===== config.mk =====
export PLATFORM = sky130hd
export DESIGN_NAME = lps_ram
export DESIGN_NICKNAME = d
export VERILOG_FILES = /design/src/hw/rtl/lps_ram.sv
export SDC_FILE = /design/constraint.sdc
export NUM_CORES = 1
export LEC_CHECK = 0
export BUFFER_PORTS_ARGS = -buffer_cell sky130_fd_sc_hd__buf_2
export CAP_MARGIN = 10
export CELL_PAD_IN_SITES_DETAIL_PLACEMENT = 1
export CELL_PAD_IN_SITES_GLOBAL_PLACEMENT = 1
export CORE_MARGIN = 3
export CORE_UTILIZATION = 40
export DETAILED_ROUTE_END_ITERATION = 16
export GPL_TIMING_DRIVEN = 0
export HOLD_SLACK_MARGIN = 0.12
export PLACE_DENSITY_LB_ADDON = 0.1
export SKIP_LAST_GASP = 1
export SYNTH_ARGS = -nofsm -noshare
export SYNTH_HDL_FRONTEND = slang
export SYNTH_SLANG_ARGS = --single-unit
export TNS_END_PERCENT = 10

===== constraint.sdc =====
create_clock -name i_clk -period 2.6 [get_ports i_clk]
set_input_delay 0.39 -clock i_clk [delete_from_list [all_inputs] [get_ports i_clk]]
set_output_delay 0.39 -clock i_clk [all_outputs]
set_load 0.01 [all_outputs]

===== src/hw/rtl/lps_ram.sv =====
// Generic simple dual-port RAM with one write port and a registered read port.
// Stand-alone; used for the symbol store, the choice table and the trace buffer.
module lps_ram #(
    parameter int WIDTH = 8,
    parameter int DEPTH = 64,
    localparam int AW = (DEPTH > 1) ? $clog2(DEPTH) : 1
) (
    input  logic             i_clk,
    input  logic             i_we,
    input  logic [AW-1:0]    i_waddr,
    input  logic [WIDTH-1:0] i_wdata,
    input  logic [AW-1:0]    i_raddr,
    output logic [WIDTH-1:0] o_rdata
);
    logic [WIDTH-1:0] r_mem [DEPTH];

    always_ff @(posedge i_clk) begin
        if (i_we) begin
            r_mem[i_waddr] <= i_wdata;
        end
        o_rdata <= r_mem[i_raddr];
    end
endmodule


==> results of run 1 <==
==> routing by layer <==
layer,up-vias,global-route usage (%)
met4,0,4.85
met3,67,3.80
met2,266,33.0
li1,4104,-
met5,-,0
met1,5371,29.9
==> stage by stage <==
| step | instances | hold slack (ns) | setup TNS [ns] | util, % |
|---|---|---|---|---|
| global placement | 1625 | 0.789 | -41.09 | 42.8 |
| detailed placement | 1625 | 0.791 | -49.59 | 42.8 |
| CTS | 1723 | 0.257 | 0 | 46.2 |
| floorplan | 940 | 0.489 | 0 | - |
| finish | 1731 | 0.242 | -0.0486 | 46.5 |
| global route | 1731 | 0.240 | -0.0304 | 46.5 |
==> critical path, stage by stage <==
cell and delay, ns:
buf_4 0.20, buf_2 0.37, buf_4 0.35, buf_2 0.49, nor2_1 0.11, nor2_1 0.33, nor3_1 0.14, o32ai_1 0.67
==> path summary, 6_finish.rpt <==
check / startpoint / end
worst max register to register: r_mem[16][6] / o_rdata[6]
worst min-delay path: i_wdata[0] / r_mem[5][0]
worst max-delay path: i_raddr[1] / o_rdata[6]
worst min register to register: r_mem[0][7] / o_rdata[7]
==> logic make-up after synthesis <==
kind of cell	synth area share (%)
flip-flops	77.0
multiplexers	15.9
AND/OR/NAND/NOR	3.39
AO/OA/AOI/OAI	2.07
buffers and inverters	1.57
==> power by group through the flow <==
stage | combinational, mW | clock (mW) | sequential, mW
2_1_floorplan | 0.494 | 0 | 9.48
3_3_place_gp | 0.964 | 0 | 9.47
5_1_grt | 1.05 | 8.00 | 9.30
4_1_cts | 0.980 | 7.66 | 9.30
3_5_place_dp | 0.977 | 0 | 9.48
6_report | 0.990 | 7.50 | 9.29
==> cell type report <==
type | instances | area, µm² | area share [%]
multi-input cells | 369 | 4320 | 18.8
plain buffers | 51 | 328 | 1.43
clock inverters | 25 | 224 | 0.976
repair buffers | 29 | 240 | 1.05
flip-flops and latches | 520 | 15500 | 67.7
clock buffers | 73 | 1470 | 6.42
well taps | 664 | 831 | 3.62
==> state kept, by name (all words and copies together), names as in the netlist <==
name	flops
r_mem	512
o_rdata	8
==> timing repair <==
item | CTS | global route
pin swaps | 0 | 0
resized for setup | 4 | 1
setup endpoints to repair | 5 | 5
hold buffers | 0 | 0
==> cells in the final DEF (no fill, tap or decap), drive strengths merged, types with 2 or more instances in the layout <==
master / n
a22oi: 3
o2111ai: 3
buf: 62
o41ai: 2
nand3b: 3
bufinv: 4
o221ai: 8
o21a: 2
nand2b: 7
a211oi: 4
o21ai: 4
a2111oi: 2
mux2i: 23
a21oi: 3
o2bb2ai: 3
clkinvlp: 2
clkinv: 18
edfxtp: 512
mux4: 126
nand3: 13
nand2: 19
nand4: 2
mux2: 13
nor4: 2
a221oi: 6
dfxtp: 8
o32ai: 2
o221a: 2
o22ai: 8
nor2b: 14
clkbuf: 90
nor2: 83
nor3: 7
==> flow_summary.toml, run 1 <==
[status]
status = "finished with violations"
violations = "negative setup slack"

[layout]
diodes = 0
filler_cell_count = 4544
final_area_um2 = 23000
layout.nets = 1048
syn_to_final_growth_pct = 13.8
drive_gt1_share_pct = 26.1

[power_and_ir_drop]
p_comb_share_pct = 5.6
finalPower_mw = 17.8
worst_ir_drop_vdd_uv = 476
leakagePower_nw = 7.11
p_seq_share_pct = 52.3
intPower_mw = 14.0
power_density_nw_per_um2 = 775
p_sw_mw = 3.81
swShare_pct = 21.4
clkPwrFrac_pct = 42.2

[floorplanning]
start_util_pct = 40.9
die_w_um = 231
rows = 81
boundaryPins = 30
dieArea_um2 = 53100
fp.coreArea_um2 = 49400
dieHeight_um = 231

[placed_design]
placed_cell_area_um2 = 21100
gp_congestion = 0.822
dp_hpwl_um = 34300
portBuffers = 21
pre_cts_slack_ns = -1.00

[sta]
worst_pin_slew_ns = 1.21
drv_slew = 0
slew_headroom_pct = 19.0
hold_viol_final = 0
fin_crit_sh_pct = 102
fin_skew_ns = 0.0228
max_freq_ghz = 0.378
fin_crit_ns = 2.65
rsz0062_at_grt = "yes"
worst_slack_ns = -0.0486
setup_viol = 1

[route]
drc_errors = 0
first_pass_iters = 5
routedWlPerCell_um = 31.2
route.met2.wl_um = 25700
num_vias = 9808
routed.top_layer = "met4"
drt_iter0_drc = 901
met3_length_um = 3160
wl_met1_um = 24200
wirelength_um = 54000
ant_nets = 0
viasPerCell = 5.67

[yosys]
synth_fp_nets = 962
synthDistinctLibCells = 40
synth_edf_count = 512
synth_commonest_cells = "edfxtp_1 (512), mux4_2 (126), nor2_1 (83), mux2i_1 (23), nand2_1 (19)"
synth_top_area_share_pct = 76.2
yosysWarnings = 0
synthArstFlopShare_pct = 0
yosys.area.top_type = "edfxtp_1"
seq_area_frac_synth_pct = 77.0
syn-instance-count = 940
avgSynthCellArea_um2 = 21.5
yosysMostFrequentCell = "edfxtp_1"
synthesis.area_um2 = 20200
synthTopCellsByArea = "edfxtp_1 (76%), mux4_2 (14%), nor2_1 (1.5%), mux2i_1 (1.1%), dfxtp_1 (0.79%)"
synth-main-ff-cell = "edfxtp_1"
synth_seq_cells = 520

[clock_tree]
clkSinkCount = 520
clk_latency_ns = 0.60
h-tree-depth = 2
cts_buffers = 55
cts_root_buf = "clkbuf_16"
tritoncts = "done"
clkTransAtPathRegs_ns = 0.06
post-cts-setup-buffers = 0
clockBufferDepth = 3

[worst_setup_path]
crit_path_start_kind = "input port"
crit_type = "in -> reg"
arrival_ns = 3.08
r2r_cells = 5
worstPathMaxFanout = 10
crit_path_end_kind = "flop"
required_ns = 3.03
r2r_slack_ns = 0.39

[grt]
antenna_found_initial = 1
track_usage_pct = 20.7
grt_pass1_vias = 10300
grt_max_degree = 65
grt_first_pass_wirelength_um = 77400
grt_overflow_total = 0

[min_path]
hold_class = "in -> reg"
hold_depth = 1

[flow_run]
cap_violations = 0
(Power assumes the default switching activity.)
==> inputs of run 2 (changes only) <==
- clock period: 2.6 -> 2.9 ns (I/O delays scaled with it)
==> run 2 against run 1 <==
The flow now finishes without violations. Design area is essentially flat. Power fell by 10%. Combinational power shrank 11%. Register-to-register slack better by 0.29 ns. Routed wire length decreased by 0.21%. First-iteration DRC count is 0.78% higher. Setup slack better by 0.19 ns. Sequential share of layout area up 0.059 points. Flip-flop and latch count is the same. Non-clock buffer count shrank 1. Global-route usage stayed put. Critical endpoint unchanged. Highest routed layer unchanged.
==> flow_summary.toml, run 2 (synthesis results as in run 1) <==
[worst_setup_path]
crit_path_end_kind = "flop"
path_cells = "buf_4, buf_2, buf_4, buf_2, nor2_1, nor4_1, nor3_1, o32ai_1"
slowest_stage = "o32ai_1"
critPathBufInv = 4
cp-startpoint = "i_raddr[1]"
rr_startpoint = "r_mem[16][6]"
crit_path_end = "o_rdata[6]"
rr_endpoint = "o_rdata[6]"
r2r_slack_ns = 0.68
r2r_cells = 5
arrival_ns = 3.20
cpPeakStageDelay_ns = 0.63
crit_path_start_kind = "input port"
critPathTopFamily = "buffers and inverters"
required_ns = 3.34
cp_num_cells = 8
worstPathMaxFanout = 10
crit_type = "in -> reg"

[min_path]
hold_class = "in -> reg"

[clock_tree]
clkTransAtPathRegs_ns = 0.06
clkSinkCount = 520
clk_latency_ns = 0.61
cts_root_buf = "clkbuf_16"
h-tree-depth = 2
cts_buffers = 55
post-cts-setup-buffers = 0
clockBufferDepth = 3
cts_resized = 0
cts_hold_buf = 0
tritoncts = "done"

[floorplanning]
boundaryPins = 30
start_util_pct = 40.9
dieArea_um2 = 53100
rows = 81
dieHeight_um = 231
fp.coreArea_um2 = 49400
die_w_um = 231

[sta]
rsz0062_at_grt = "no"
slew_headroom_pct = 19.1
hold_viol_final = 0
drv_slew = 0
worst_pin_slew_ns = 1.21
setup_viol = 0
whs_ns = 0.292
fin_crit_ns = 2.76
fin_skew_ns = 0.0235
fin_crit_sh_pct = 95.2
fin_tns_setup_ns = 0
max_freq_ghz = 0.362

[layout]
layout.nets = 1047
layout_common_cells = "edfxtp_1 (512), mux4_2 (126), nor2_1 (83)"
top_register = "r_mem"
reg.largest.list = "r_mem (512), o_rdata (8)"
filler_cell_count = 4544
largest_register_ffs = 512
syn_to_final_growth_pct = 13.7
fin_util_pct = 46.5
diodes = 0
final_cells = 1730
final_common_cell = "edfxtp_1"
drive_gt1_share_pct = 25.8

[grt]
grt_max_degree = 65
grt_overflow_total = 0
grt_pass1_vias = 10300
grt_first_pass_wirelength_um = 77400
antenna_found_initial = 1
track_usage_pct = 20.7

[route]
viasPerCell = 5.64
first_pass_iters = 5
routedWlPerCell_um = 31.2
drt_iter0_drc = 908
drc_errors = 0
num_vias = 9756
ant_nets = 0
wirelength_um = 53900

[flow_run]
cap_violations = 0

[power_and_ir_drop]
power_density_nw_per_um2 = 696
leakagePower_nw = 7.10
worst_ir_drop_vdd_uv = 424
finalPower_mw = 16.0

[placed_design]
portBuffers = 21
gp_congestion = 0.822
dp_hpwl_um = 34300
dp_cells = 1625

[status]
status = "finished, final reports clean"
run 2: changes by cell type in the layout (fill, tap and decap cells not counted), sizes merged:
cell / change
clkdlybuf4s15: -1
run 2: worst register-to-register path, cell delays in order, from the launching register on:
cell,delay [ns]
edfxtp_1,0.37
mux4_2,0.48
mux2_2,0.31
o221a_2,0.30
nor3_1,0.34
o32ai_1,0.25
run 2: worst min-delay path by stage:
stage / cells after the start / to / startpoint
after global routing: 1 / r_mem[16][2] / i_wdata[2]
after CTS: 2 / o_rdata[3] / i_raddr[5]
after detailed placement: 1 / o_rdata[6] / o_rdata[6]
final: 1 / r_mem[14][0] / i_wdata[0]
after floorplan: 0 / r_mem[0][0] / i_wdata[0]
after global placement: 1 / o_rdata[6] / o_rdata[6]
run 2: stage by stage:
stage	setup WS (ns)	cell area, µm²
after floorplan	0.797	20200
after global placement	-0.772	21100
after detailed placement	-0.745	21100
after CTS	0.109	22800
after global routing	0.0495	22900
final	0.138	22900
run 2: layout make-up:
type                       instances  area, µm²  share of cell area (%)
timing repair buffer              29        240                    1.05
buffer                            50        313                    1.36
sequential                       520      15500                    67.7
clock buffer                      73       1470                    6.43
clock inverter                    25        224                   0.977
multi-input combinational        369       4320                    18.8
tap                              664        831                    3.62
run 2: power by group:
group | total (mW) | internal, mW | switching, mW
Clock | 6.74 | 3.90 | 2.83
Combinational | 0.884 | 0.310 | 0.575
Sequential | 8.33 | 8.32 | 0.0138
run 2: layer usage:
layer	routed length (µm)	share of wire, %	vias up	track usage, %
li1	-	-	4099	-
met1	24000	45	5313	29.8
met2	25800	48	280	33.0
met3	3180	5.9	64	3.85
met4	915	1.7	0	4.85
met5	0	0	-	0
==> inputs of run 3 (changes only) <==
- CORE_UTILIZATION: 40 -> 45
- clock period: 2.9 -> 3.5 ns (I/O delays scaled with it)
==> run 3 against run 2 <==
Clock skew fell by 0.015 ns. Register-to-register slack gained 0.62 ns. Routed wire length fell by 3.2%. Flip-flop and latch count did not move. Largest power group unchanged.
==> flow_summary.toml, run 3 (synthesis results as in run 1) <==
[clock_tree]
h-tree-depth = 2
clk_latency_ns = 0.59
post-cts-setup-buffers = 0
clkSinkCount = 520
cts_buffers = 54
cts_root_buf = "clkbuf_16"
clkTransAtPathRegs_ns = 0.06
tritoncts = "done"
clockBufferDepth = 3
cts_hold_buf = 0
cts_resized = 0

[grt]
grt_first_pass_wirelength_um = 74700
grt_max_degree = 65
grt_pass1_vias = 10300
grt_overflow_total = 0
track_usage_pct = 22.5
antenna_found_initial = 1

[sta]
slew_headroom_pct = 21.7
drv_slew = 0
fin_crit_sh_pct = 87.5
max_freq_ghz = 0.327
setup_viol = 0
worst_pin_slew_ns = 1.17
fin_tns_setup_ns = 0
rsz0062_at_grt = "no"
worst_slack_ns = 0.439
hold_viol_final = 0
fin_skew_ns = 0.00843
fin_crit_ns = 3.06

[placed_design]
gp_congestion = 0.875
portBuffers = 21
pre_cts_slack_ns = -0.130
dp_hpwl_um = 33200

[floorplanning]
dieHeight_um = 218
fp.coreArea_um2 = 43600
start_util_pct = 46.2
die_w_um = 218
boundaryPins = 30
dieArea_um2 = 47400
rows = 76

[worst_setup_path]
crit_path_end_kind = "flop"
critPathTopFamily = "buffers and inverters"
crit_path_start_kind = "input port"
required_ns = 3.92
r2r_cells = 5
path_cells = "buf_4, buf_2, buf_1, nand2_1, o221ai_1, nor2_1, nor3_1, o32ai_1"
cp_num_cells = 8
arrival_ns = 3.48
worstPathMaxFanout = 10
crit_type = "in -> reg"
critPathBufInv = 3
cpPeakStageDelay_ns = 0.90
slowest_stage = "buf_1"

[layout]
layout_common_cells = "edfxtp_1 (512), mux4_2 (126), nor2_1 (83)"
top_register = "r_mem"
final_common_cell = "edfxtp_1"
diodes = 0
fin_util_pct = 52.4
syn_to_final_growth_pct = 13.4
largest_register_ffs = 512
filler_cell_count = 3857
drive_gt1_share_pct = 25.3
layout.nets = 1049
reg.largest.list = "r_mem (512), o_rdata (8)"

[power_and_ir_drop]
worst_ir_drop_vdd_uv = 366
leakagePower_nw = 7.12
power_density_nw_per_um2 = 576

[route]
wirelength_um = 52200
routedWlPerCell_um = 31.5
first_pass_iters = 5
drt_iter0_drc = 1002
ant_nets = 0
drc_errors = 0
num_vias = 9868
viasPerCell = 5.96

[min_path]
hold_depth = 1
hold_class = "in -> reg"

[status]
status = "finished, final reports clean"

[flow_run]
cap_violations = 0
## run 3: power by group
part | internal, mW | leakage (nW) | switching (mW) | total (mW)
Clock | 3.23 | 0.829 | 2.31 | 5.54
Combinational | 0.261 | 1.62 | 0.463 | 0.724
Sequential | 6.89 | 4.67 | 0.0115 | 6.90
## run 3: per-layer routing
layer	vias to the layer above	track usage, %	part of all wire, %
met1	5322	32.2	43
met5	-	0	0.025
met4	2	6.33	2.5
li1	4122	-	-
met2	345	35.6	48
met3	77	4.70	6.8
## run 3: final timing paths
kind | to | slack [ns] | start
worst max-delay path | o_rdata[6] | 0.44 | i_raddr[1]
worst min-delay path | r_mem[50][7] | 0.34 | i_wdata[7]
worst max register to register | o_rdata[6] | 1.30 | r_mem[21][6]
worst min register to register | o_rdata[7] | 0.91 | r_mem[4][7]
## run 3: final cells by class
type,count,area (µm²),area share [%]
tap,585,732,3.20
timing repair buffer,31,278,1.21
buffer,51,317,1.38
multi-input combinational,369,4320,18.9
clock inverter,23,174,0.760
clock buffer,78,1530,6.67
sequential,520,15500,67.9
## run 3: metrics by stage
| step | instances | power [mW] | area [µm²] | hold WS (ns) |
|---|---|---|---|---|
| after floorplan | 940 | 7.41 | 20200 | 0.624 |
| after global placement | 1546 | 7.73 | 21000 | 0.882 |
| after detailed placement | 1547 | 7.75 | 21000 | 0.897 |
| after CTS | 1648 | 13.3 | 22700 | 0.358 |
| after global routing | 1657 | 13.6 | 22900 | 0.319 |
| final | 1657 | 13.2 | 22900 | 0.337 |
## run 3: worst reg2reg max path: cells and delay by family, from the launching register on
| family | cells | cell delay [ns] |
|---|---|---|
| AOI/OAI and AO/OA | 2 | 0.52 |
| DFF | 1 | 0.37 |
| and+or+nand+nor | 1 | 0.34 |
| muxes | 2 | 0.82 |
