## src/hw/rtl/lps_pkg.sv

```systemverilog
// Shared types and constants for the longest palindromic subsequence engine.
// Used by the cell chain and the top level; depends on nothing.
package lps_pkg;

    typedef enum logic [1:0] {
        CH_SINGLE = 2'd0,
        CH_MATCH  = 2'd1,
        CH_DROPR  = 2'd2,
        CH_DROPL  = 2'd3
    } t_choice;

    typedef struct packed {
        logic ld_en;
        logic en;
        logic start;
    } t_cell_ctl;

endpackage

```

## src/hw/rtl/lps_cell.sv

```systemverilog
// One column cell of the interval-table chain: holds its symbol and the current
// and previous row lengths of its column. Depends on lps_pkg.
module lps_cell import lps_pkg::*; #(
    parameter int LW = 7
) (
    input  logic          i_clk,
    input  t_cell_ctl     i_ctl,
    input  logic [7:0]    i_ld_sym,
    input  logic [7:0]    i_sym_row,
    input  logic [LW-1:0] i_left_cur,
    input  logic [LW-1:0] i_left_old,
    output logic [LW-1:0] o_cur,
    output logic [LW-1:0] o_old,
    output logic [LW-1:0] o_res,
    output logic [1:0]    o_ch
);
    logic [7:0]    r_sym;
    logic [LW-1:0] r_cur;
    logic [LW-1:0] r_old;
    logic [LW-1:0] w_res;
    t_choice       w_ch;

    always_comb begin
        if (i_ctl.start) begin
            w_res = LW'(1);
            w_ch  = CH_SINGLE;
        end else if (i_sym_row == r_sym) begin
            w_res = i_left_old + LW'(2);
            w_ch  = CH_MATCH;
        end else if (i_left_cur > r_cur) begin
            w_res = i_left_cur;
            w_ch  = CH_DROPR;
        end else begin
            w_res = r_cur;
            w_ch  = CH_DROPL;
        end
    end

    always_ff @(posedge i_clk) begin
        if (i_ctl.ld_en) begin
            r_sym <= i_ld_sym;
        end
        if (i_ctl.en) begin
            r_cur <= w_res;
            r_old <= i_ctl.start ? '0 : r_cur;
        end
    end

    assign o_cur = r_cur;
    assign o_old = r_old;
    assign o_res = i_ctl.en ? w_res : '0;
    assign o_ch  = i_ctl.en ? w_ch : 2'b00;
endmodule

```

## config.mk

```make
export PLATFORM = sky130hd
export DESIGN_NAME = lps_cell
export DESIGN_NICKNAME = d
export VERILOG_FILES = /design/src/hw/rtl/lps_pkg.sv /design/src/hw/rtl/lps_cell.sv
export SDC_FILE = /design/constraint.sdc
export NUM_CORES = 1
export LEC_CHECK = 0
export BUFFER_PORTS_ARGS = -buffer_cell sky130_fd_sc_hd__clkbuf_2
export CORE_ASPECT_RATIO = 1.75
export CORE_MARGIN = 5
export CORE_UTILIZATION = 35
export DETAILED_ROUTE_END_ITERATION = 8
export GPL_TIMING_DRIVEN = 0
export RECOVER_POWER = 25
export SLEW_MARGIN = 20
export SYNTH_ARGS = -nofsm -noshare
export SYNTH_HDL_FRONTEND = slang
export SYNTH_SLANG_ARGS = --single-unit
```

## constraint.sdc

```tcl
create_clock -name i_clk -period 2.85 [get_ports i_clk]
set_clock_uncertainty 0.15 [all_clocks]
set_input_delay 0.285 -clock i_clk [delete_from_list [all_inputs] [get_ports i_clk]]
set_output_delay 0.285 -clock i_clk [all_outputs]
set_load 0.01 [all_outputs]
```

==> results of run 1 <==
## how the worst min path moves through the flow
stage / endpoint / slack, ns
2_1_floorplan: r_sym[0] / 0.23
3_3_place_gp: r_sym[0] / 0.31
3_5_place_dp: r_sym[7] / 0.31
4_1_cts: r_sym[7] / 0.04
5_1_grt: r_sym[7] / 0.03
6_report: r_sym[7] / 0.05
## state kept, by name (all words and copies together) (netlist names)
name	cells
o_cur	7
r_sym	8
o_old	7
## critical path: stages (launching register included)
cell      delay (ns)
edfxtp_1        0.42
inv_1           0.10
ha_1            0.26
a21oi_1         0.19
a21oi_2         0.11
o22ai_4         0.30
mux2i_1         0.15
a211oi_1        0.31
clkbuf_2        0.19
## routing by layer
| layer | track usage [%] | wire length, um |
|---|---|---|
| met5 | 0 | 0 |
| met4 | 2.38 | 14 |
| met3 | 3.43 | 239 |
| met2 | 22.1 | 1630 |
| met1 | 11.0 | 1090 |
## layout make-up
cell class	instances	area [um^2]	share of cell area, %
Tap cell	46	57.6	3.39
Multi-Input combinational cell	81	594	35.0
Clock buffer	3	41.3	2.43
Inverter	8	30.0	1.77
Timing Repair Buffer	58	294	17.3
Sequential cell	22	661	38.9
Buffer	4	20.0	1.18
## timing repair
item / CTS / global route
resized for setup: 1 / 1
pin swaps: 1 / 1
buffers inserted: 1 / 1
endpoints found under the setup margin: 3 / 5
## logic make-up (layout without fill, tap and decap cells)
logic type	count (synthesis)	count (layout)	share of synthesized area, %
buffers and inverters	12	73	3.85
DFF	22	22	50.8
and+or+nand+nor	33	33	12.9
muxes	5	5	3.85
AOI/OAI and AO/OA	23	23	12.9
adders and majority gates	8	8	7.69
xor gates and xnor gates	12	12	8.08
## per-stage QoR
step                      area [um^2]  worst slack [ns]  total power [mW]
final                            1700             0.120             0.781
after CTS                        1690            0.0288             0.788
after floorplan                  1300             0.488             0.516
after global routing             1700            0.0156             0.822
after global placement           1640             0.293             0.589
after detailed placement         1640             0.251             0.597
## power breakdown
| part | internal (mW) | switching (mW) | leakage, nW | total [mW] |
|---|---|---|---|---|
| Clock | 0.0942 | 0.0945 | 0.0216 | 0.189 |
| Sequential | 0.386 | 0.0125 | 0.220 | 0.399 |
| Combinational | 0.0874 | 0.106 | 0.527 | 0.194 |
## synth_stat cells (all sizes together)
cell type / instances / share of area [%]
nor2b: 1 / 0.48
nand4: 2 / 0.96
o21ai: 2 / 0.77
o311a: 1 / 0.77
nor2: 13 / 3.8
and3: 1 / 0.48
xor2: 10 / 6.7
mux2i: 5 / 3.8
buf: 2 / 0.96
nor4: 2 / 1.9
a31oi: 1 / 0.48
a211oi: 10 / 5.8
o211ai: 1 / 0.58
o221ai: 1 / 0.67
nand2: 4 / 1.2
nand3b: 1 / 0.58
nor3: 2 / 0.77
inv: 8 / 2.3
a21oi: 6 / 2.3
nand3: 6 / 2.3
clkbuf: 2 / 0.58
xnor2: 2 / 1.3
edfxtp: 22 / 51
ha: 8 / 7.7
o22ai: 1 / 1.5
nand2b: 1 / 0.48
==> results.ini, run 1 <==
[outcome]
outcome = complete, no violations

[layout]
nets = 220
layout_commonest_cell = clkbuf_2
drive_above_1_share_pct = 37.5
nFillCells = 375
syn2layout_area_growth_pct = 30.5
final_core_util_pct = 46.8
final_cell_mix = clkbuf_2 (55), edfxtp_1 (22), nor2_1 (13), xor2_1 (10), a211oi_1 (10)
antenna_cells = 0
final_cells = 222

[die]
rows = 29
core_area_mm2 = 0.00363
die_h_um = 90.7
start_util_pct = 35.9
die-area_mm2 = 0.00509
ios = 57
die_x_um = 56.1

[hold_path]
hp-class = input pin to register
hp-start = i_ld_sym[7]
hold_path_depth = 1

[pwr]
p_leak_nw = 0.768
power_density_mw_per_mm2 = 460
ir_drop_v = 0.000290

[timing]
setup_viol = 0
fmax_mhz = 366
maxSlewHeadroom_pct = 68.4
fin_crit_sh_pct = 95.8
maxSlewViolCount = 0
setup_tns_ns = 0
worst_hold_slack_ns = 0.0481
finalHoldViolCount = 0
tightest_slew_ns = 0.473
fin_crit_ns = 2.73
rsz0062_at_grt = false

[setup_path]
reg2reg_depth = 7
crit_start = o_cur[2]
path_class = register to output pin
r2r_start = o_cur[2]
end_kind = output pin
critPathArrivalTime_ns = 2.29
r2r-end = o_cur[3]
critPathCapture = o_res[5]
startpoint_type = register
critical_path_required_ns = 2.41
reg2reg_setup_slack_ns = 0.64
crit_fanout = 6

[detailed_routing]
avgViaCountPerCell = 5.01
firstDrtPassIters = 4
post-route-drc-count = 0
vias = 1112
drt_iter0_markers = 28
postRouteAntennaNets = 0
routedWlPerCell_um = 13.4
finalWirelength_um = 2980

[cts]
cts_root_buffer = clkbuf_8
ctsHoldBuffers = 0
cts.sinks = 22
htreeDepth = 1
cts_buffers = 3
clk_pin_slew_ns = 0.07
cts_tree = done
insertion_delay_ns = 0.26
cts.path.max_buffers = 2

[synthesis]
synth_nets = 157
syn_area_per_cell_um2 = 11.3
yosys_warnings = 0
synthCells = 115
synth-seq-area-share_pct = 50.8
ys_types = 27
syn-cell-area_mm2 = 0.00130
synth-seq-cells = 22

[place]
dpl.cell_count = 217
portBuffers = 56
gp_congestion = 0.701
hpwlAfterDp_um = 2510

[global_routing]
first_global_vias = 1103
grt_antenna_before_repair = 0
grt_pass1_wl_um = 4620
overflow = 0
grt_max_degree = 19
grt_use_total_pct = 11.2

[run]
cap_violations = 0

Power figures use the tool's default switching activity.
==> run 2, diff against run 1 <==
CORE_UTILIZATION = 47   (was 35)
GPL_TIMING_DRIVEN = not set   (was 0)
PLACE_DENSITY = 0.79   (was not set)
==> run 2 against run 1 <==
Final cell count decreased by 8.6%. Sequential cell count did not move. Register-to-register slack lost 0.02 ns. Largest power group unchanged. Clock power increased by 51%.
==> results.ini, run 2 (synthesized netlist as in run 1, its figures left out) <==
[detailed_routing]
post-route-drc-count = 0  ; unchanged
finalWirelength_um = 2870  ; was 2980 um
avgViaCountPerCell = 5.37  ; was 5.01
vias = 1091  ; was 1112
postRouteAntennaNets = 0  ; unchanged
drt_iter0_markers = 20  ; was 28
routedWlPerCell_um = 14.1  ; was 13.4 um
firstDrtPassIters = 4  ; unchanged

[die]
die_h_um = 79.6  ; was 90.7 um
start_util_pct = 48.4  ; was 35.9%
die_x_um = 49.8  ; was 56.1 um
core_area_mm2 = 0.00269  ; was 0.00363 mm^2
rows = 25  ; was 29
die-area_mm2 = 0.00396  ; was 0.00509 mm^2
ios = 57  ; unchanged

[global_routing]
overflow = 0  ; unchanged
grt_antenna_before_repair = 0  ; unchanged
grt_use_total_pct = 15.0  ; was 11.2%
top_usage_layer = met2  ; unchanged
grt_pass1_wl_um = 4750  ; was 4620 um
grtUsageMet2_pct = 27.9  ; was 22.1%
gr-usage-met3_pct = 2.99  ; was 3.43%
grt_max_degree = 19  ; unchanged
first_global_vias = 1109  ; was 1103
grt_use_met1_pct = 16.5  ; was 11.0%

[layout]
nets = 219  ; was 220
final_core_util_pct = 63.9  ; was 46.8%
regArea_um2 = 661  ; unchanged
final_cell_mix = clkbuf_2 (55), edfxtp_1 (22), nor2_1 (13), xor2_1 (10), a211oi_1 (9)  ; was clkbuf_2 (55), edfxtp_1 (22), nor2_1 (13), xor2_1 (10), a211oi_1 (10)
layout_commonest_cell = clkbuf_2  ; unchanged
drive_above_1_share_pct = 40.3  ; was 37.5%
syn2layout_area_growth_pct = 32.1  ; was 30.5%
regMostFlops = r_sym  ; unchanged
multi_input_area_um2 = 607  ; was 594 um^2
antenna_cells = 0  ; unchanged
nFillCells = 206  ; was 375
largest_reg_flops = 8  ; unchanged

[pwr]
power_density_mw_per_mm2 = 515  ; was 460 mW/mm^2
p_leak_nw = 0.791  ; was 0.768 nW
total_power_mw = 0.885  ; was 0.781 mW
ir_drop_v = 0.000368  ; was 0.000290 V

[cts]
cts_root_buffer = clkbuf_8  ; unchanged
htreeDepth = 1  ; unchanged
clk_pin_slew_ns = 0.08  ; was 0.07 ns
insertion_delay_ns = 0.26  ; about the same
cts_buffers = 3  ; unchanged
cts.sinks = 22  ; unchanged
cts.path.max_buffers = 2  ; unchanged
cts_tree = done  ; unchanged

[timing]
fin_crit_ns = 2.69  ; was 2.73 ns
setup_tns_ns = 0  ; unchanged
maxSlewHeadroom_pct = 70.5  ; was 68.4%
maxSlewViolCount = 0  ; unchanged
rsz0062_at_grt = false  ; unchanged
finalHoldViolCount = 0  ; unchanged
fmax_mhz = 371  ; was 366 MHz
fin_crit_sh_pct = 94.5  ; was 95.8%
worst_hold_slack_ns = 0.0476  ; was 0.0481 ns
tightest_slew_ns = 0.442  ; was 0.473 ns
setup_viol = 0  ; unchanged

[place]
hpwlAfterDp_um = 2310  ; was 2510 um
portBuffers = 56  ; unchanged
gp_congestion = 0.763  ; was 0.701

[setup_path]
critPathCapture = o_res[1]  ; was o_res[5]
r2r_start = o_cur[6]  ; was o_cur[2]
crit_start = o_cur[6]  ; was o_cur[2]
crit_fanout = 6  ; unchanged
startpoint_type = register  ; unchanged
reg2reg_setup_slack_ns = 0.62  ; was 0.64 ns
critical_path_required_ns = 2.41  ; about the same
critPathArrivalTime_ns = 2.26  ; was 2.29 ns
path_class = register to output pin  ; unchanged
reg2reg_depth = 7  ; unchanged
r2r-end = o_cur[5]  ; was o_cur[3]
end_kind = output pin  ; unchanged

[run]
cap_violations = 0  ; unchanged

[hold_path]
hp-class = input pin to register  ; unchanged

[outcome]
outcome = complete, no violations  ; unchanged

run 2: cell types whose count changed in the layout (fill, tap and decap cells not counted), sizes merged:
cell / delta
bufinv: +1
clkbuf: -2
buf: +1
run 2: timing repair:
action	in CTS	in global routing
pin swaps	1	1
hold buffers	0	0
endpoints found under the hold margin	0	0
cloned	0	0
setup buffers	1	1
resized for setup	1	4
setup endpoints to repair	5	7
run 2: worst min path at each step:
stage	from	endpoint	cells past startpoint
after floorplan	i_ld_sym[0]	r_sym[0]	0
after global placement	i_ld_sym[0]	r_sym[0]	1
after detailed placement	i_ld_sym[1]	r_sym[1]	1
after CTS	i_ld_sym[1]	r_sym[1]	1
after global routing	i_ld_sym[1]	r_sym[1]	1
final	i_ld_sym[1]	r_sym[1]	1
run 2: layer usage:
layer / routed length (um) / part of all wire (%)
met4: 16 / 0.56
met1: 1050 / 37
met2: 1630 / 57
met5: 0 / 0
met3: 169 / 5.9
run 2: per-stage QoR:
step | instances | instance area (um^2) | setup WS (ns)
CTS | 202 | 1700 | 0.0342
floorplan | 115 | 1300 | 0.488
global placement | 197 | 1620 | 0.339
global route | 203 | 1720 | 0.0262
detailed placement | 197 | 1620 | 0.279
finish | 203 | 1720 | 0.156
run 2: area by class of cell:
cell class	count	area share, %
multi-input combinational	81	35.3
timing repair buffer	61	18.4
inverter	8	1.75
tap	27	1.97
clock inverter	1	1.75
clock buffer	3	2.40
sequential	22	38.4
run 2: power by group:
part | switching [mW] | total, mW | internal [mW]
Sequential | 0.0122 | 0.398 | 0.386
Combinational | 0.110 | 0.200 | 0.0907
Clock | 0.0988 | 0.286 | 0.187
run 2: worst max-delay path, stage by stage (launching register included):
cell and delay, ns:
edfxtp_1 0.37, inv_1 0.10, ha_1 0.34, nand4_1 0.18, a21oi_2 0.25, o22ai_4 0.16, mux2i_1 0.17, a211oi_1 0.26
clkbuf_2 0.18
==> run 3, diff against run 2 <==
CELL_PAD_IN_SITES_DETAIL_PLACEMENT = 1   (was not set)
CELL_PAD_IN_SITES_GLOBAL_PLACEMENT = 1   (was not set)
CORE_UTILIZATION = 35   (was 47)
PLACE_DENSITY = not set   (was 0.79)
PLACE_DENSITY_LB_ADDON = 0.1   (was not set)
==> run 3 against run 2 <==
Sequential share of layout area hardly changed. Die area is 28% higher. First-iteration DRC count is 40% lower. Maximum frequency is 0.79% higher. Sequential cell count stayed put. Final cell count is 9.9% higher. Cell area hardly changed. Clock power is 32% lower. Total power is 10% lower. Clock-buffer cell count stayed put. Critical endpoint is now o_res[5]. Largest power group unchanged. Highest routed layer unchanged.
==> results.ini, run 3 (synthesized netlist as in run 1, its figures left out) <==
[outcome]
outcome = complete, no violations  ; unchanged

[die]
die_h_um = 90.7  ; was 79.6 um
ios = 57  ; unchanged
start_util_pct = 35.9  ; was 48.4%
core_area_mm2 = 0.00363  ; was 0.00269 mm^2
rows = 29  ; was 25
die-area_mm2 = 0.00509  ; was 0.00396 mm^2
die_x_um = 56.1  ; was 49.8 um

[cts]
insertion_delay_ns = 0.26  ; about the same
cts_root_buffer = clkbuf_8  ; unchanged
cts.sinks = 22  ; unchanged
ctsHoldBuffers = 0  ; unchanged
clk_pin_slew_ns = 0.08  ; about the same
cts.path.max_buffers = 2  ; unchanged
cts_buffers = 3  ; unchanged
htreeDepth = 1  ; unchanged
cts_tree = done  ; unchanged

[detailed_routing]
routedWlPerCell_um = 14.6  ; was 14.1 um
firstDrtPassIters = 3  ; was 4
postRouteAntennaNets = 0  ; unchanged
post-route-drc-count = 0  ; unchanged
avgViaCountPerCell = 5.00  ; was 5.37
drt_iter0_markers = 12  ; was 20
finalWirelength_um = 3250  ; was 2870 um
vias = 1116  ; was 1091

[setup_path]
critical_path_required_ns = 2.41  ; about the same
critPathArrivalTime_ns = 2.24  ; was 2.26 ns
r2r-end = o_cur[3]  ; was o_cur[5]
path_class = register to output pin  ; unchanged
crit_fanout = 6  ; unchanged
reg2reg_setup_slack_ns = 0.64  ; was 0.62 ns
end_kind = output pin  ; unchanged
startpoint_type = register  ; unchanged
reg2reg_depth = 7  ; unchanged
r2r_start = o_cur[2]  ; was o_cur[6]

[timing]
maxSlewViolCount = 0  ; unchanged
rsz0062_at_grt = false  ; unchanged
maxSlewHeadroom_pct = 72.7  ; was 70.5%
setup_tns_ns = 0  ; unchanged
tightest_slew_ns = 0.409  ; was 0.442 ns
fin_crit_ns = 2.67  ; was 2.69 ns
fin_crit_sh_pct = 93.8  ; was 94.5%
finalHoldViolCount = 0  ; unchanged
setup_viol = 0  ; unchanged
fmax_mhz = 374  ; was 371 MHz

[global_routing]
grt_antenna_before_repair = 0  ; unchanged
grt_use_total_pct = 13.1  ; was 15.0%
grt_pass1_wl_um = 5310  ; was 4750 um
overflow = 0  ; unchanged
grt_max_degree = 18  ; was 19
first_global_vias = 1203  ; was 1109

[hold_path]
hp-start = i_ld_sym[5]  ; was i_ld_sym[1]
hold_path_depth = 1  ; unchanged
hp-class = input pin to register  ; unchanged
hold_end = r_sym[5]  ; was r_sym[1]

[pwr]
p_leak_nw = 0.782  ; was 0.791 nW
power_density_mw_per_mm2 = 462  ; was 515 mW/mm^2
ir_drop_v = 0.000301  ; was 0.000368 V
total_power_mw = 0.795  ; was 0.885 mW

[run]
cap_violations = 0  ; unchanged

[place]
gp_congestion = 0.709  ; was 0.763
portBuffers = 56  ; unchanged
hpwlAfterDp_um = 2800  ; was 2310 um

[layout]
regMostFlops = r_sym  ; unchanged
layout_commonest_cell = clkbuf_2  ; unchanged
nFillCells = 423  ; was 206
final_cell_mix = clkbuf_2 (55), edfxtp_1 (22), nor2_1 (13), xor2_1 (10), a211oi_1 (9)  ; unchanged
nets = 220  ; was 219
largest_reg_flops = 8  ; unchanged
drive_above_1_share_pct = 39.5  ; was 40.3%
antenna_cells = 0  ; unchanged
syn2layout_area_growth_pct = 32.2  ; was 32.1%

-- run 3: worst max path at each step --
stage	cells past startpoint	end	slack [ns]	startpoint
4_1_cts	8	o_res[1]	0.03	o_cur[6]
5_1_grt	8	o_res[2]	0.01	o_cur[2]
6_report	8	o_res[5]	0.18	o_cur[2]
3_3_place_gp	8	o_res[1]	0.28	o_cur[4]
2_1_floorplan	7	o_res[1]	0.49	o_cur[5]
3_5_place_dp	8	o_res[5]	0.22	o_cur[6]
-- run 3: report_power, final --
| part | switching [mW] | total, mW | internal (mW) |
|---|---|---|---|
| clock network | 0.0990 | 0.195 | 0.0961 |
| logic | 0.109 | 0.201 | 0.0914 |
| registers | 0.0127 | 0.399 | 0.386 |
-- run 3: through the flow --
| stage | hold slack, ns | instance area, um^2 | worst slack (ns) | cells | util (%) |
|---|---|---|---|---|---|
| 2_1_floorplan | 0.234 | 1300 | 0.488 | 115 | - |
| 3_3_place_gp | 0.313 | 1650 | 0.280 | 217 | 45.4 |
| 3_5_place_dp | 0.315 | 1650 | 0.220 | 217 | 45.4 |
| 4_1_cts | 0.0338 | 1710 | 0.0276 | 222 | 47.0 |
| 5_1_grt | 0.0312 | 1720 | 0.0109 | 223 | 47.4 |
| 6_report | 0.0440 | 1720 | 0.177 | 223 | 47.4 |
-- run 3: cell type report --
cell class / instances / area, um^2 / share of cell area [%]
Clock buffer: 3 / 41.3 / 2.40
Clock inverter: 1 / 3.75 / 0.218
Tap cell: 46 / 57.6 / 3.35
Inverter: 8 / 30.0 / 1.75
Sequential cell: 22 / 661 / 38.4
Timing Repair Buffer: 62 / 324 / 18.8
Multi-Input combinational cell: 81 / 603 / 35.1
-- run 3: worst max-delay path, cell delays in order, from the launching register on --
cell	delay, ns
edfxtp_1	0.42
inv_1	0.09
ha_1	0.25
a21oi_1	0.18
a21oi_2	0.11
o22ai_4	0.31
mux2i_1	0.16
a211oi_1	0.27
clkbuf_2	0.18
-- run 3: routing by layer --
metal | GRT usage [%] | up-vias | wire, um
met5 | 0 | - | 0
met4 | 5.35 | 0 | 57
met3 | 3.00 | 5 | 228
met2 | 27.3 | 40 | 1910
met1 | 11.1 | 522 | 1060
li1 | - | 549 | -
-- run 3: timing repair --
action	CTS	global route
pin swaps	1	2
gates resized for setup	1	3
endpoints found under the setup margin	5	6
buffers inserted	1	1
